File: src/design/bipartite_check_defines.svh
// Assertion macros for the bipartite_check design.
// Included by files that check their own logic; needs i_clk and i_rst_n in scope.
`ifndef BIPARTITE_CHECK_DEFINES_SVH
`define BIPARTITE_CHECK_DEFINES_SVH

// Clocked check, off while reset is asserted
`define BPC_ASSERT(label, prop, msg) \
    label: assert property (@(posedge i_clk) disable iff (!i_rst_n) prop) else $error(msg);

// Clocked check that also holds through reset
`define BPC_ASSERT_ALWAYS(label, prop, msg) \
    label: assert property (@(posedge i_clk) prop) else $error(msg);

`endif

File: src/design/bpc_pkg.sv
// Shared types and constants for the bipartite_check design.
// No dependencies; used by bpc_ctrl, bpc_datapath and bipartite_check.
`timescale 1ns / 1ps

package bpc_pkg;

    localparam int FIELD_W     = 6;
    localparam int MASK_W      = 32;
    localparam int IN_TDATA_W  = 16;
    localparam int OUT_TDATA_W = 40;

    localparam logic [FIELD_W-1:0] CNT_RESET = 6'd32;

    typedef enum logic [2:0] {
        ST_IDLE,
        ST_WR_B,
        ST_START,
        ST_POP,
        ST_FETCH,
        ST_LOAD,
        ST_SCAN,
        ST_DONE
    } t_state;

    typedef struct packed {
        logic take_edge;   // accept edge, write row of first endpoint
        logic write_b;     // write row of second endpoint
        logic start;       // seed the walk at vertex 1
        logic pop;         // read top of stack
        logic fetch;       // read adjacency row of popped vertex
        logic load;        // latch neighbor row
        logic scan;        // examine one neighbor
        logic finish;      // load result, clear store
    } t_cmd;

    typedef struct packed {
        logic edge_last;
        logic n_zero;
        logic stack_empty;
        logic scan_last;
        logic out_free;
    } t_sts;

endpackage

File: src/design/bpc_ctrl.sv
// Sequencer for bipartite_check: edge loading, the coloring walk and result hand-off.
// Depends on bpc_pkg.
`timescale 1ns / 1ps

module bpc_ctrl (
    input  logic           i_clk,
    input  logic           i_rst_n,
    input  logic           i_in_valid,
    output logic           o_in_ready,
    input  bpc_pkg::t_sts  i_sts,
    output bpc_pkg::t_cmd  o_cmd
);
    import bpc_pkg::*;

    t_state r_state;
    t_state n_state;

    always_ff @(posedge i_clk) begin
        if (!i_rst_n) begin
            r_state <= ST_IDLE;
        end else begin
            r_state <= n_state;
        end
    end

    always_comb begin
        n_state    = r_state;
        o_cmd      = '0;
        o_in_ready = 1'b0;
        case (r_state)
            ST_IDLE: begin
                o_in_ready = 1'b1;
                if (i_in_valid) begin
                    o_cmd.take_edge = 1'b1;
                    n_state         = ST_WR_B;
                end
            end
            ST_WR_B: begin
                o_cmd.write_b = 1'b1;
                if (!i_sts.edge_last) begin
                    n_state = ST_IDLE;
                end else if (i_sts.n_zero) begin
                    n_state = ST_DONE;
                end else begin
                    n_state = ST_START;
                end
            end
            ST_START: begin
                o_cmd.start = 1'b1;
                n_state     = ST_POP;
            end
            ST_POP: begin
                if (i_sts.stack_empty) begin
                    n_state = ST_DONE;
                end else begin
                    o_cmd.pop = 1'b1;
                    n_state   = ST_FETCH;
                end
            end
            ST_FETCH: begin
                o_cmd.fetch = 1'b1;
                n_state     = ST_LOAD;
            end
            ST_LOAD: begin
                o_cmd.load = 1'b1;
                n_state    = ST_SCAN;
            end
            ST_SCAN: begin
                o_cmd.scan = 1'b1;
                if (i_sts.scan_last) begin
                    n_state = ST_POP;
                end
            end
            ST_DONE: begin
                // hold until the previous result has been taken
                if (i_sts.out_free) begin
                    o_cmd.finish = 1'b1;
                    n_state      = ST_IDLE;
                end
            end
            default: begin
                n_state = ST_IDLE;
            end
        endcase
    end

endmodule

File: src/design/bpc_datapath.sv
// Datapath for bipartite_check: adjacency memory with row valid bits, walk stack,
// visited and color marks, vertex count register and the result register. Uses bpc_pkg.
`timescale 1ns / 1ps

module bpc_datapath #(
    parameter int MAX_VERTICES = 32
) (
    input  logic                         i_clk,
    input  logic                         i_rst_n,
    input  logic                         i_cfg_wr_en,
    input  logic [bpc_pkg::FIELD_W-1:0]  i_cfg_wr_data,
    input  logic [bpc_pkg::FIELD_W-1:0]  i_vertex_a,
    input  logic [bpc_pkg::FIELD_W-1:0]  i_vertex_b,
    input  logic                         i_last_edge,
    input  bpc_pkg::t_cmd                i_cmd,
    output bpc_pkg::t_sts                o_sts,
    input  logic                         i_out_ready,
    output logic                         o_out_valid,
    output logic                         o_is_bipartite,
    output logic [bpc_pkg::MASK_W-1:0]   o_color_mask,
    output logic                         o_bad_edge_seen
);
    import bpc_pkg::*;

    localparam int VW = (MAX_VERTICES > 1) ? $clog2(MAX_VERTICES) : 1;
    localparam int DW = $clog2(MAX_VERTICES + 1);

    logic [FIELD_W-1:0]      r_vertex_count;
    logic [FIELD_W-1:0]      w_n;

    logic                    w_a_ok;
    logic                    w_b_ok;
    logic                    w_bad;
    logic                    w_store;
    logic [FIELD_W-1:0]      w_a_m1;
    logic [FIELD_W-1:0]      w_b_m1;
    logic [VW-1:0]           w_a_idx;
    logic [VW-1:0]           w_b_idx;

    logic [VW-1:0]           r_a_idx;
    logic [VW-1:0]           r_b_idx;
    logic                    r_store_b;
    logic                    r_last;

    logic [MAX_VERTICES-1:0] r_adj_mem [MAX_VERTICES];
    logic [MAX_VERTICES-1:0] r_row_vld;
    logic [MAX_VERTICES-1:0] r_row_rd;
    logic                    r_row_rd_vld;
    logic                    w_row_we;
    logic [VW-1:0]           w_row_addr;
    logic [VW-1:0]           w_row_bit;
    logic [MAX_VERTICES-1:0] w_row_onehot;

    logic [VW-1:0]           r_stk_mem [MAX_VERTICES];
    logic [VW-1:0]           r_stk_rd;
    logic [DW-1:0]           r_depth;
    logic [DW-1:0]           w_depth_m1;
    logic                    w_room;
    logic                    w_push;
    logic [VW-1:0]           w_push_addr;
    logic [VW-1:0]           w_push_data;

    logic [MAX_VERTICES-1:0] r_visited;
    logic [MAX_VERTICES-1:0] r_colors;
    logic                    r_conflict;
    logic                    r_bad;
    logic [MAX_VERTICES-1:0] r_nb;
    logic                    r_cv;
    logic [VW-1:0]           r_i;
    logic                    w_nb_bit;
    logic                    w_vis_bit;
    logic                    w_col_bit;

    logic [MAX_VERTICES+MASK_W-1:0] w_col_wide;
    logic [MASK_W-1:0]              w_col32;

    // vertex count, clamped to the store size
    always_ff @(posedge i_clk) begin
        if (!i_rst_n) begin
            r_vertex_count <= CNT_RESET;
        end else if (i_cfg_wr_en) begin
            r_vertex_count <= i_cfg_wr_data;
        end
    end

    always_comb begin
        if ({1'b0, r_vertex_count} > (FIELD_W + 1)'(MAX_VERTICES)) begin
            w_n = FIELD_W'(MAX_VERTICES);
        end else begin
            w_n = r_vertex_count;
        end
    end

    // edge checks on the incoming transfer
    assign w_a_ok  = (i_vertex_a != '0) && (i_vertex_a <= w_n);
    assign w_b_ok  = (i_vertex_b != '0) && (i_vertex_b <= w_n);
    assign w_bad   = !(w_a_ok && w_b_ok);
    assign w_store = !w_bad && (i_vertex_a != i_vertex_b);
    assign w_a_m1  = i_vertex_a - FIELD_W'(1);
    assign w_b_m1  = i_vertex_b - FIELD_W'(1);
    assign w_a_idx = w_a_m1[VW-1:0];
    assign w_b_idx = w_b_m1[VW-1:0];

    always_ff @(posedge i_clk) begin
        if (i_cmd.take_edge) begin
            r_a_idx   <= w_a_idx;
            r_b_idx   <= w_b_idx;
            r_store_b <= w_store;
            r_last    <= i_last_edge;
        end
    end

    // adjacency row writes: first endpoint on accept, second in the following cycle
    always_comb begin
        w_row_we   = 1'b0;
        w_row_addr = w_a_idx;
        w_row_bit  = w_b_idx;
        if (i_cmd.take_edge) begin
            w_row_we = w_store;
        end else if (i_cmd.write_b) begin
            w_row_we   = r_store_b;
            w_row_addr = r_b_idx;
            w_row_bit  = r_a_idx;
        end
    end

    always_comb begin
        w_row_onehot            = '0;
        w_row_onehot[w_row_bit] = 1'b1;
    end

    // a row that is not valid holds stale bits: overwrite it whole on first touch
    always_ff @(posedge i_clk) begin
        if (w_row_we) begin
            if (r_row_vld[w_row_addr]) begin
                r_adj_mem[w_row_addr][w_row_bit] <= 1'b1;
            end else begin
                r_adj_mem[w_row_addr] <= w_row_onehot;
            end
        end
        r_row_rd <= r_adj_mem[r_stk_rd];
    end

    always_ff @(posedge i_clk) begin
        if (!i_rst_n) begin
            r_row_vld    <= '0;
            r_row_rd_vld <= 1'b0;
        end else begin
            r_row_rd_vld <= r_row_vld[r_stk_rd];
            if (i_cmd.finish) begin
                r_row_vld <= '0;
            end else if (w_row_we) begin
                r_row_vld[w_row_addr] <= 1'b1;
            end
        end
    end

    // walk stack
    assign w_depth_m1  = r_depth - DW'(1);
    assign w_room      = r_depth < DW'(MAX_VERTICES);
    assign w_nb_bit    = r_nb[r_i];
    assign w_vis_bit   = r_visited[r_i];
    assign w_col_bit   = r_colors[r_i];
    assign w_push      = i_cmd.start || (i_cmd.scan && w_nb_bit && !w_vis_bit && w_room);
    assign w_push_addr = i_cmd.start ? '0 : r_depth[VW-1:0];
    assign w_push_data = i_cmd.start ? '0 : r_i;

    always_ff @(posedge i_clk) begin
        if (w_push) begin
            r_stk_mem[w_push_addr] <= w_push_data;
        end
        if (i_cmd.pop) begin
            r_stk_rd <= r_stk_mem[w_depth_m1[VW-1:0]];
        end
    end

    // walk state and marks
    always_ff @(posedge i_clk) begin
        if (!i_rst_n) begin
            r_visited  <= '0;
            r_colors   <= '0;
            r_conflict <= 1'b0;
            r_bad      <= 1'b0;
            r_depth    <= '0;
        end else if (i_cmd.finish) begin
            r_visited  <= '0;
            r_colors   <= '0;
            r_conflict <= 1'b0;
            r_bad      <= 1'b0;
        end else begin
            if (i_cmd.take_edge && w_bad) begin
                r_bad <= 1'b1;
            end
            if (i_cmd.start) begin
                r_visited <= MAX_VERTICES'(1);
                r_colors  <= MAX_VERTICES'(1);
                r_depth   <= DW'(1);
            end
            if (i_cmd.pop) begin
                r_depth <= w_depth_m1;
            end
            if (i_cmd.scan && w_nb_bit) begin
                if (w_vis_bit) begin
                    if (w_col_bit == r_cv) begin
                        r_conflict <= 1'b1;
                    end
                end else begin
                    r_visited[r_i] <= 1'b1;
                    r_colors[r_i]  <= !r_cv;
                    if (w_room) begin
                        r_depth <= r_depth + DW'(1);
                    end
                end
            end
        end
    end

    always_ff @(posedge i_clk) begin
        if (i_cmd.fetch) begin
            r_cv <= r_colors[r_stk_rd];
        end
        if (i_cmd.load) begin
            r_nb <= r_row_rd_vld ? r_row_rd : '0;
            r_i  <= '0;
        end else if (i_cmd.scan) begin
            r_i <= r_i + VW'(1);
        end
    end

    // result register
    assign w_col_wide = {{MASK_W{1'b0}}, r_colors};
    assign w_col32    = w_col_wide[MASK_W-1:0];

    always_ff @(posedge i_clk) begin
        if (!i_rst_n) begin
            o_out_valid <= 1'b0;
        end else if (i_cmd.finish) begin
            o_out_valid <= 1'b1;
        end else if (i_out_ready) begin
            o_out_valid <= 1'b0;
        end
    end

    always_ff @(posedge i_clk) begin
        if (i_cmd.finish) begin
            o_is_bipartite  <= !r_conflict;
            o_color_mask    <= r_conflict ? '0 : w_col32;
            o_bad_edge_seen <= r_bad;
        end
    end

    assign o_sts.edge_last   = r_last;
    assign o_sts.n_zero      = (w_n == '0);
    assign o_sts.stack_empty = (r_depth == '0);
    assign o_sts.scan_last   = ((FIELD_W + 1)'(r_i) == (FIELD_W + 1)'(w_n) - (FIELD_W + 1)'(1));
    assign o_sts.out_free    = !o_out_valid || i_out_ready;

endmodule

File: src/design/bipartite_check.sv
// Channel    | Dir | Fields, lowest bit first
// -----------+-----+------------------------------------------------------------
// s_axis     | in  | tdata: vertex_a[5:0], vertex_b[11:6], zero pad; tlast: last_edge
// m_axis     | out | tdata: is_bipartite[0], color_mask[32:1], bad_edge_seen[33], pad
// i_cfg_wr_* | in  | vertex_count[5:0]
//
// An edge transfer writes the row of each endpoint in turn through the one-port
// adjacency memory; no new edge is taken until both rows are written. The transfer
// marked tlast adds the coloring walk, one neighbor a cycle: start, then pop, fetch,
// load and scan of n neighbors per reached vertex, then the result is loaded. Reset
// clears the row valid bits at once, so no clearing pass follows. A pending result
// does not stall edge loading; only loading a new result waits for it to be taken.
// Top level of the bipartite_check block; depends on bpc_pkg, bpc_ctrl, bpc_datapath.
`timescale 1ns / 1ps
`include "bipartite_check_defines.svh"

module bipartite_check #(
    parameter int MAX_VERTICES = 32
) (
    input  logic                             i_clk,
    input  logic                             i_rst_n,
    input  logic                             i_cfg_wr_en,
    input  logic [bpc_pkg::FIELD_W-1:0]      i_cfg_wr_data,
    input  logic                             s_axis_tvalid,
    output logic                             s_axis_tready,
    input  logic [bpc_pkg::IN_TDATA_W-1:0]   s_axis_tdata,  // vertex_a, vertex_b
    input  logic                             s_axis_tlast,
    output logic                             m_axis_tvalid,
    input  logic                             m_axis_tready,
    output logic [bpc_pkg::OUT_TDATA_W-1:0]  m_axis_tdata   // is_bipartite, color_mask,
                                                            // bad_edge_seen
);
    import bpc_pkg::*;

    t_cmd               w_cmd;
    t_sts               w_sts;
    logic               w_is_bipartite;
    logic [MASK_W-1:0]  w_color_mask;
    logic               w_bad_edge_seen;

    bpc_ctrl u_ctrl (
        .i_clk      (i_clk),
        .i_rst_n    (i_rst_n),
        .i_in_valid (s_axis_tvalid),
        .o_in_ready (s_axis_tready),
        .i_sts      (w_sts),
        .o_cmd      (w_cmd)
    );

    bpc_datapath #(
        .MAX_VERTICES (MAX_VERTICES)
    ) u_datapath (
        .i_clk           (i_clk),
        .i_rst_n         (i_rst_n),
        .i_cfg_wr_en     (i_cfg_wr_en),
        .i_cfg_wr_data   (i_cfg_wr_data),
        .i_vertex_a      (s_axis_tdata[FIELD_W-1:0]),
        .i_vertex_b      (s_axis_tdata[2*FIELD_W-1:FIELD_W]),
        .i_last_edge     (s_axis_tlast),
        .i_cmd           (w_cmd),
        .o_sts           (w_sts),
        .i_out_ready     (m_axis_tready),
        .o_out_valid     (m_axis_tvalid),
        .o_is_bipartite  (w_is_bipartite),
        .o_color_mask    (w_color_mask),
        .o_bad_edge_seen (w_bad_edge_seen)
    );

    assign m_axis_tdata = {{(OUT_TDATA_W - MASK_W - 2){1'b0}},
                           w_bad_edge_seen, w_color_mask, w_is_bipartite};

    `BPC_ASSERT(a_finish_free, w_cmd.finish |-> w_sts.out_free, "result overwritten before transfer")
    `BPC_ASSERT(a_finish_valid, w_cmd.finish |=> m_axis_tvalid, "loaded result not presented")
    `BPC_ASSERT(a_pop_nonempty, w_cmd.pop |-> !w_sts.stack_empty, "pop from empty walk stack")
    `BPC_ASSERT_ALWAYS(a_walk_no_accept, (w_cmd.scan || w_cmd.pop) |-> !s_axis_tready, "input ready during walk")

endmodule

File: config.mk
export PLATFORM = sky130hd
export DESIGN_NAME = bipartite_check
export DESIGN_NICKNAME = d
export VERILOG_FILES = /design/src/design/bpc_pkg.sv /design/src/design/bpc_ctrl.sv /design/src/design/bpc_datapath.sv /design/src/design/bipartite_check.sv
export VERILOG_INCLUDE_DIRS = /design/src /design/src/design
export SDC_FILE = /design/constraint.sdc
export NUM_CORES = 2
export LEC_CHECK = 0
export BUFFER_PORTS_ARGS = -buffer_cell sky130_fd_sc_hd__buf_2
export CAP_MARGIN = 10
export CORE_UTILIZATION = 60
export DETAILED_ROUTE_END_ITERATION = 16
export GPL_ROUTABILITY_DRIVEN = 0
export MAX_ROUTING_LAYER = met4
export PLACE_DENSITY = 0.83
export SETUP_SLACK_MARGIN = 0.15
export SLEW_MARGIN = 20
export SYNTH_ARGS = -nofsm -noshare
export SYNTH_HDL_FRONTEND = slang
export SYNTH_HIERARCHICAL = 1
export SYNTH_SLANG_ARGS = --single-unit
File: constraint.sdc
create_clock -name i_clk -period 4.5 [get_ports i_clk]
set_input_delay 0.225 -clock i_clk [delete_from_list [all_inputs] [get_ports i_clk]]
set_output_delay 0.225 -clock i_clk [all_outputs]
set_load 0.1 [all_outputs]
Word-level counts from Yosys, hierarchy flattened:

Memory sizes are Yosys's and may differ from the RTL's. A register that Yosys moved wholly into a read port is not among the register bits.
Index checks and enable logic that the tools add are counted.

* add/sub/neg operators: 6
* bitwise operators: 35
* reductions and logical operators: 27
* mux-type cells: 104
* $lt $le $gt $ge: 11
* eq/ne operators: 13

Operators with widths (number)
* $mux W32: 11
* $mux W1: 64
* $or A32 B32 Y32: 2
* $mux W6: 6
* $bwmux W32: 1
* $or A1 B1 Y1: 32
* $bmux W1 S5: 6
* $mux W5: 6
* $lt A5 B6 Y1 const B: 4
* $pmux W3 S8: 1
* $demux W1 S5: 3
* $ge A5 B1 Y1 const B: 3
* $mux W3: 5
* $eq A3 B3 Y1 const B: 4
* $le A6 B6 Y1: 2
* $logic_not A6 Y1: 2
* $reduce_bool A6 Y1: 2
* $logic_and A1 B1 Y1: 11
* $sub A5 B1 Y5 const B: 2
* $eq A5 B7 Y1: 1
* $sub A6 B1 Y7 const B: 1
* $add A6 B1 Y6 const B: 1
* $eq A3 B2 Y1 const B: 2
* $gt A6 B6 Y1 const B: 1
* 16 further kinds: 23

* output and inout port bits: 42
* bits of input ports: 28
* RAM bits: 1184
* memories: 2
* register bits after elaboration: 199
* word-level logic and storage cells: 218

Memory list
* u_datapath.r_adj_mem: words 32, bits a word 32, read ports 1, clocked after Yosys merged registers in 1, wr ports 1, line bpc_datapath.sv:45 `logic [MAX_VERTICES-1:0] r_adj_mem [MAX_VERTICES];`
* u_datapath.r_stk_mem: words 32, bits a word 5, read ports 1, clocked after Yosys merged registers in 1, wr ports 1, line bpc_datapath.sv:54 `logic [VW-1:0] r_stk_mem [MAX_VERTICES];`

Longest topological paths before layout:

* depth after elaboration: 10
* gate-level depth with buffers: 14
* mapped depth without buffers: 11

Cells and area by module:

Netlist, hierarchy kept.

By module, submodules not included
* bpc_datapath: times used 1, cells each 4117, seq. area each 41059.4 µm², area an instance 64888.5 µm²
* bpc_ctrl: times used 1, cells each 35, seq. area each 60.1 µm², area an instance 250.2 µm²
* bipartite_check: times used 1, cells each 9, seq. area each 0.0 µm², area an instance 63.8 µm²

Least setup slack after synthesis:

No wires, ideal clock.

* path kind: register -> register
* start point: reg u_ctrl.r_state[1]
* end point: mem u_datapath.r_adj_mem[0][0], data pin
* data required time: 4.222 ns
* path slack: -1.388 ns
* data arrival time: 5.610 ns
* clock period less this slack: 5.888 ns
* library setup time: 0.278 ns
* path buffers: 4
* cell stages (with the launch flop): 14
* cells stage by stage: dfxtp_1 > buf_2 > nor3_1 > and2_1 > nor2b_1 > buf_2 > mux2_4 > clkbuf_1 > o211ai_1 > a21oi_1 > nor4_2 > a21oi_1 > clkbuf_1 > nand2_1

RTL lines
* start, declared: line bpc_ctrl.sv:15 `t_state r_state;`
* start signal, assigned: line bpc_ctrl.sv:22 `r_state <= n_state;`
* end, declared: line bpc_datapath.sv:45

Worst setup path in the final report:

* start point: reg u_datapath.r_vertex_count[5]
* end point: mem u_datapath.r_adj_mem[6][30], enable pin

* word-level cells in the longest chain between the ends: 10
* elaborated cells between the ends (all ways): 14
* those cells by class: order compare (3); mux (6); bitwise (1); reduce/logical (4)

RTL lines
* start, declared: line bpc_datapath.sv:28 `logic [FIELD_W-1:0] r_vertex_count;`
* start signal, assigned: line bpc_datapath.sv:82 `r_vertex_count <= i_cfg_wr_data;`
* $gt A6 B6 Y1: line bpc_datapath.sv:87 `if ({1'b0, r_vertex_count} > (FIELD_W + 1)'(MAX_VERTICES)) begin`
* $mux W6 (*): line bpc_datapath.sv:87
* $le A6 B6 Y1, on equally long branches: line bpc_datapath.sv:95, bpc_datapath.sv:96
* $logic_and A1 B1 Y1, on equally long branches: line bpc_datapath.sv:95, bpc_datapath.sv:96
* $logic_and A1 B1 Y1 (*): line bpc_datapath.sv:97 `assign w_bad = !(w_a_ok && w_b_ok);`
* $logic_and A1 B1 Y1 (*): line bpc_datapath.sv:98 `assign w_store = !w_bad && (i_vertex_a != i_vertex_b);`
* $mux W1 (*): line bpc_datapath.sv:118 `if (i_cmd.take_edge) begin`
* $mux W1: line bpc_datapath.sv:134 `if (w_row_we) begin`
* $mux W32 (not written as such) / $mux W1 (equally long branches): line bpc_datapath.sv:136, bpc_datapath.sv:138
* $or A1 B1 Y1 (no line) (*)

Mark *: on every way between the ends. The rest lies on a longest branch, timed or not.

==> results.py <==
metrics = {
    "synth": {
        "synth_area_um2": 65200,
        "ys_seq_area_share_pct": 63.06,
        "ys_top_cells_by_area": "edfxtp_1 58%, mux4_2 14%, and2_2 5.8%",
        "synth.top_cell.area_share_pct": 58.40,
        "yosys.area.top_type": "edfxtp_1",
        "synth-seq-cells": 1420,
        "synthArstFlopShare_pct": 0,
        "synthesis.instances": 4161,
        "ys_warn_count": 6,
        "yosys.cell_types.count": 76,
        "synthFlopType": "edfxtp_1",
        "syn_area_per_cell_um2": 15.67,
        "synth_edf_count": 1268,
    },
    "clocking": {
        "cts_buffers": 141,
        "clkLatencyLatePin_ns": 0.77,
        "cts_tree": "built",
        "clkTransAtPathRegs_ns": 0.06,
        "cts-root-buf": "clkbuf_16",
        "ctsHtreeMaxLevel": 4,
        "cts_sinks": 1420,
        "clk_path_buf_depth": 3,
    },
    "die": {
        "chipHeight_um": 331.7,
        "die_x_um": 331.7,
        "coreArea_um2": 107400,
        "dieArea_um2": 110000,
        "boundaryPins": 70,
        "initial_core_util_pct": 60.74,
        "rows": 120,
    },
    "sta": {
        "rsz0062_at_grt": "false",
        "setup-tns-final_ns": 0,
        "period_share_pct": 94.05,
        "fmax_mhz": 236.3,
        "slew_headroom_pct": 25.43,
        "maxSlewViolCount": 0,
        "fin_worst_skew_ns": 0.03213,
        "hold_ws_ns": 0.1009,
        "period_needed_ns": 4.232,
        "fin_ws_ns": 0.2676,
        "hold_viol": 0,
        "tightestPinTransition_ns": 1.111,
        "setup_viol": 0,
    },
    "power": {
        "p_switching_mw": 7.938,
        "p_clk_share_pct": 37.8,
        "pwr-share-comb_pct": 12.7,
        "leakagePower_nw": 24.51,
        "swShare_pct": 26.02,
        "seq_power_share_pct": 49.6,
        "ir_drop_uv": 444.4,
        "internal-power_mw": 22.57,
        "p_total_mw": 30.51,
        "power.density_nw_per_um2": 421.0,
    },
    "layout": {
        "drive_above_1_share_pct": 34.55,
        "nNetsFinal": 4248,
        "final_util_pct": 67.51,
        "stdcell_count": 5728,
        "fin_area_um2": 72470,
        "num-fill-cells": 6658,
        "syn_to_final_growth_pct": 11.15,
    },
    "global_route": {
        "antenna_found_initial": 18,
        "grt_usage_pct": 29.12,
        "globalRouteMet2Util_pct": 45.33,
        "grt_pass1_wl_um": 229100,
        "grtUsageMet3_pct": 5.272,
        "gr-total-overflow": 0,
        "grt_max_degree": 105,
        "grt_pass1_vias": 36462,
        "grt-busiest-layer": "met2",
        "use_met1_pct": 38.44,
    },
    "routing": {
        "routed_wl_um": 154600,
        "wire_per_inst_um": 27.00,
        "drt_iter0_markers": 5272,
        "first_pass_iters": 6,
        "drc_errors": 0,
        "ant_nets": 0,
        "vias_per_cell": 6.430,
        "num_vias": 36831,
    },
    "critical_path": {
        "cp.depth": 11,
        "critPathMaxFanout": 26,
        "reg2regPathDepth": 11,
        "worst_ep_arrival_time_ns": 4.69,
        "cp_slowest_cell": "or3_1",
        "crit_type": "reg -> reg",
        "path_cells": "inv_1 > nand2_1 > ha_1 > a41o_1 > a21oi_1 > a32oi_1 > o41a_1 > or3_1 > nor2_4 > buf_12 > and2_2",
        "critical-path-max-stage-delay_ns": 0.76,
        "endpoint_kind": "flop",
        "startpoint_type": "flop",
        "critical_path.top_delay_family": "simple AND/OR/NAND/NOR gates",
        "critPathBufInv": 2,
        "crit_required_ns": 4.96,
    },
    "placed_design": {
        "placed_area_um2": 67600,
        "dp_hpwl_um": 84870,
        "place_inst": 5427,
        "pre_cts_ws_ns": 0.2320,
        "io_buffers": 59,
    },
    "min_path": {
        "hold_path.class": "in -> reg",
        "whs_path_depth": 4,
    },
    "status": {
        "status": "finished clean",
    },
    "flow_run": {
        "cap_violations": 0,
    },
}
[kinds of logic after synthesis]
kind of cell,after synthesis,synth area share (%)
AO/OA/AOI/OAI,192,2.036
XOR/XNOR,23,0.3205
adder cells (fa/ha/maj),23,0.4414
buffers and inverters,424,2.823
flip-flops,1420,63.06
multiplexers,518,15.74
other,1,0.005751
AND/OR/NAND/NOR,1560,15.57
[cell type report]
| class | count | area [um2] | share of cell area [%] |
|---|---|---|---|
| Multi-Input combinational cell | 2322 | 22600 | 31.19 |
| Antenna cell | 10 | 25.02 | 0.03453 |
| Tap cell | 1403 | 1755 | 2.422 |
| Clock inverter | 63 | 565.5 | 0.7803 |
| Clock buffer | 198 | 3958 | 5.461 |
| Timing Repair Buffer | 272 | 2293 | 3.165 |
| Inverter | 40 | 150.1 | 0.2072 |
| Sequential cell | 1420 | 41120 | 56.74 |
[per-layer routing]
layer  vias to the layer above  wire length, um
li1                      15541                -
met1                     18736            57040
met2                      2148            74810
met3                       406            16770
met4                         0             6010
met5                         -                0
[cell usage in the layout (no fill, tap or decap), drive strengths merged, types with 51 or more instances in the layout]
cell type	n
and2	1062
buf	244
clkbuf	198
clkinv	51
dfxtp	152
edfxtp	1268
mux2i	72
mux4	401
nand2	146
nand3	75
nor2	80
[registers in the layout, indices dropped and copies added, names as in the netlist, 3 cells and up]
signal / count
u_datapath/r_vertex_count: 6
u_datapath/r_visited: 32
u_datapath/r_depth: 6
u_datapath/r_adj_mem: 1024
u_datapath/r_row_rd: 32
u_ctrl/r_state: 3
u_datapath/r_nb: 32
u_datapath/r_stk_rd: 5
u_datapath/r_colors: 32
u_datapath/r_b_idx: 5
u_datapath/r_a_idx: 5
u_datapath/r_stk_mem: 160
u_datapath/o_color_mask: 32
u_datapath/r_row_vld: 32
u_datapath/r_i: 5
[repair_timing]
action                                  CTS  global route
hold buffers                             28             0
hold endpoints to repair                 20             0
endpoints found under the setup margin    0          1010
gates resized for setup                   0             3
buffers inserted                          0             2
[power by group through the flow]
stage,clock network [mW],logic (mW),registers [mW]
5_1_grt,12.1,4.17,15.1
3_5_place_dp,0,3.77,15.4
4_1_cts,11.6,3.82,15.1
6_report,11.5,3.87,15.1
3_3_place_gp,0,3.66,15.4
2_1_floorplan,0,2.69,15.3
[worst reg2reg max path: stages, from the launching register on]
cell	delay (ns)
dfxtp_1	0.36
inv_1	0.23
nand2_1	0.19
ha_1	0.35
a41o_1	0.19
a21oi_1	0.14
a32oi_1	0.10
o41a_1	0.61
or3_1	0.77
nor2_4	0.47
buf_12	0.31
and2_2	0.22
[path summary, 6_finish.rpt]
check                                from                          end  slack (ns)
min                       s_axis_tdata[1]        u_datapath/r_a_idx[1]        0.10
min reg2reg              u_datapath/r_bad   u_datapath/o_bad_edge_seen        0.45
max          u_datapath/r_vertex_count[5]  u_datapath/r_adj_mem[6][30]        0.27
max reg2reg  u_datapath/r_vertex_count[5]  u_datapath/r_adj_mem[6][30]        0.27
[synthesized netlist by cell type, drive strengths merged (4+ instances only)]
| master | number |
|---|---|
| edfxtp | 1268 |
| and2 | 1062 |
| mux4 | 401 |
| clkbuf | 332 |
| dfxtp | 152 |
| nand2 | 146 |
| nor2 | 80 |
| nand3 | 75 |
| mux2i | 72 |
| buf | 52 |
| a21oi | 48 |
| mux2 | 45 |
| nand2b | 45 |
| nor2b | 45 |
| inv | 37 |
| o211ai | 35 |
| o21a | 32 |
| nor4 | 30 |
| ha | 23 |
| nor3 | 21 |
| o21ai | 15 |
| xor2 | 14 |
| xnor2 | 9 |
| and3 | 8 |
| nand3b | 8 |
| or3 | 8 |
| a31oi | 6 |
| o22ai | 6 |
| o31ai | 6 |
| nand4 | 5 |
| nor3b | 5 |
| o221ai | 5 |
| or3b | 5 |
| or4 | 5 |
| a211oi | 4 |
| a21o | 4 |
| a22oi | 4 |
| a311o | 4 |
| o2111ai | 4 |
| or2 | 4 |
Power figures use the tool's default switching activity.
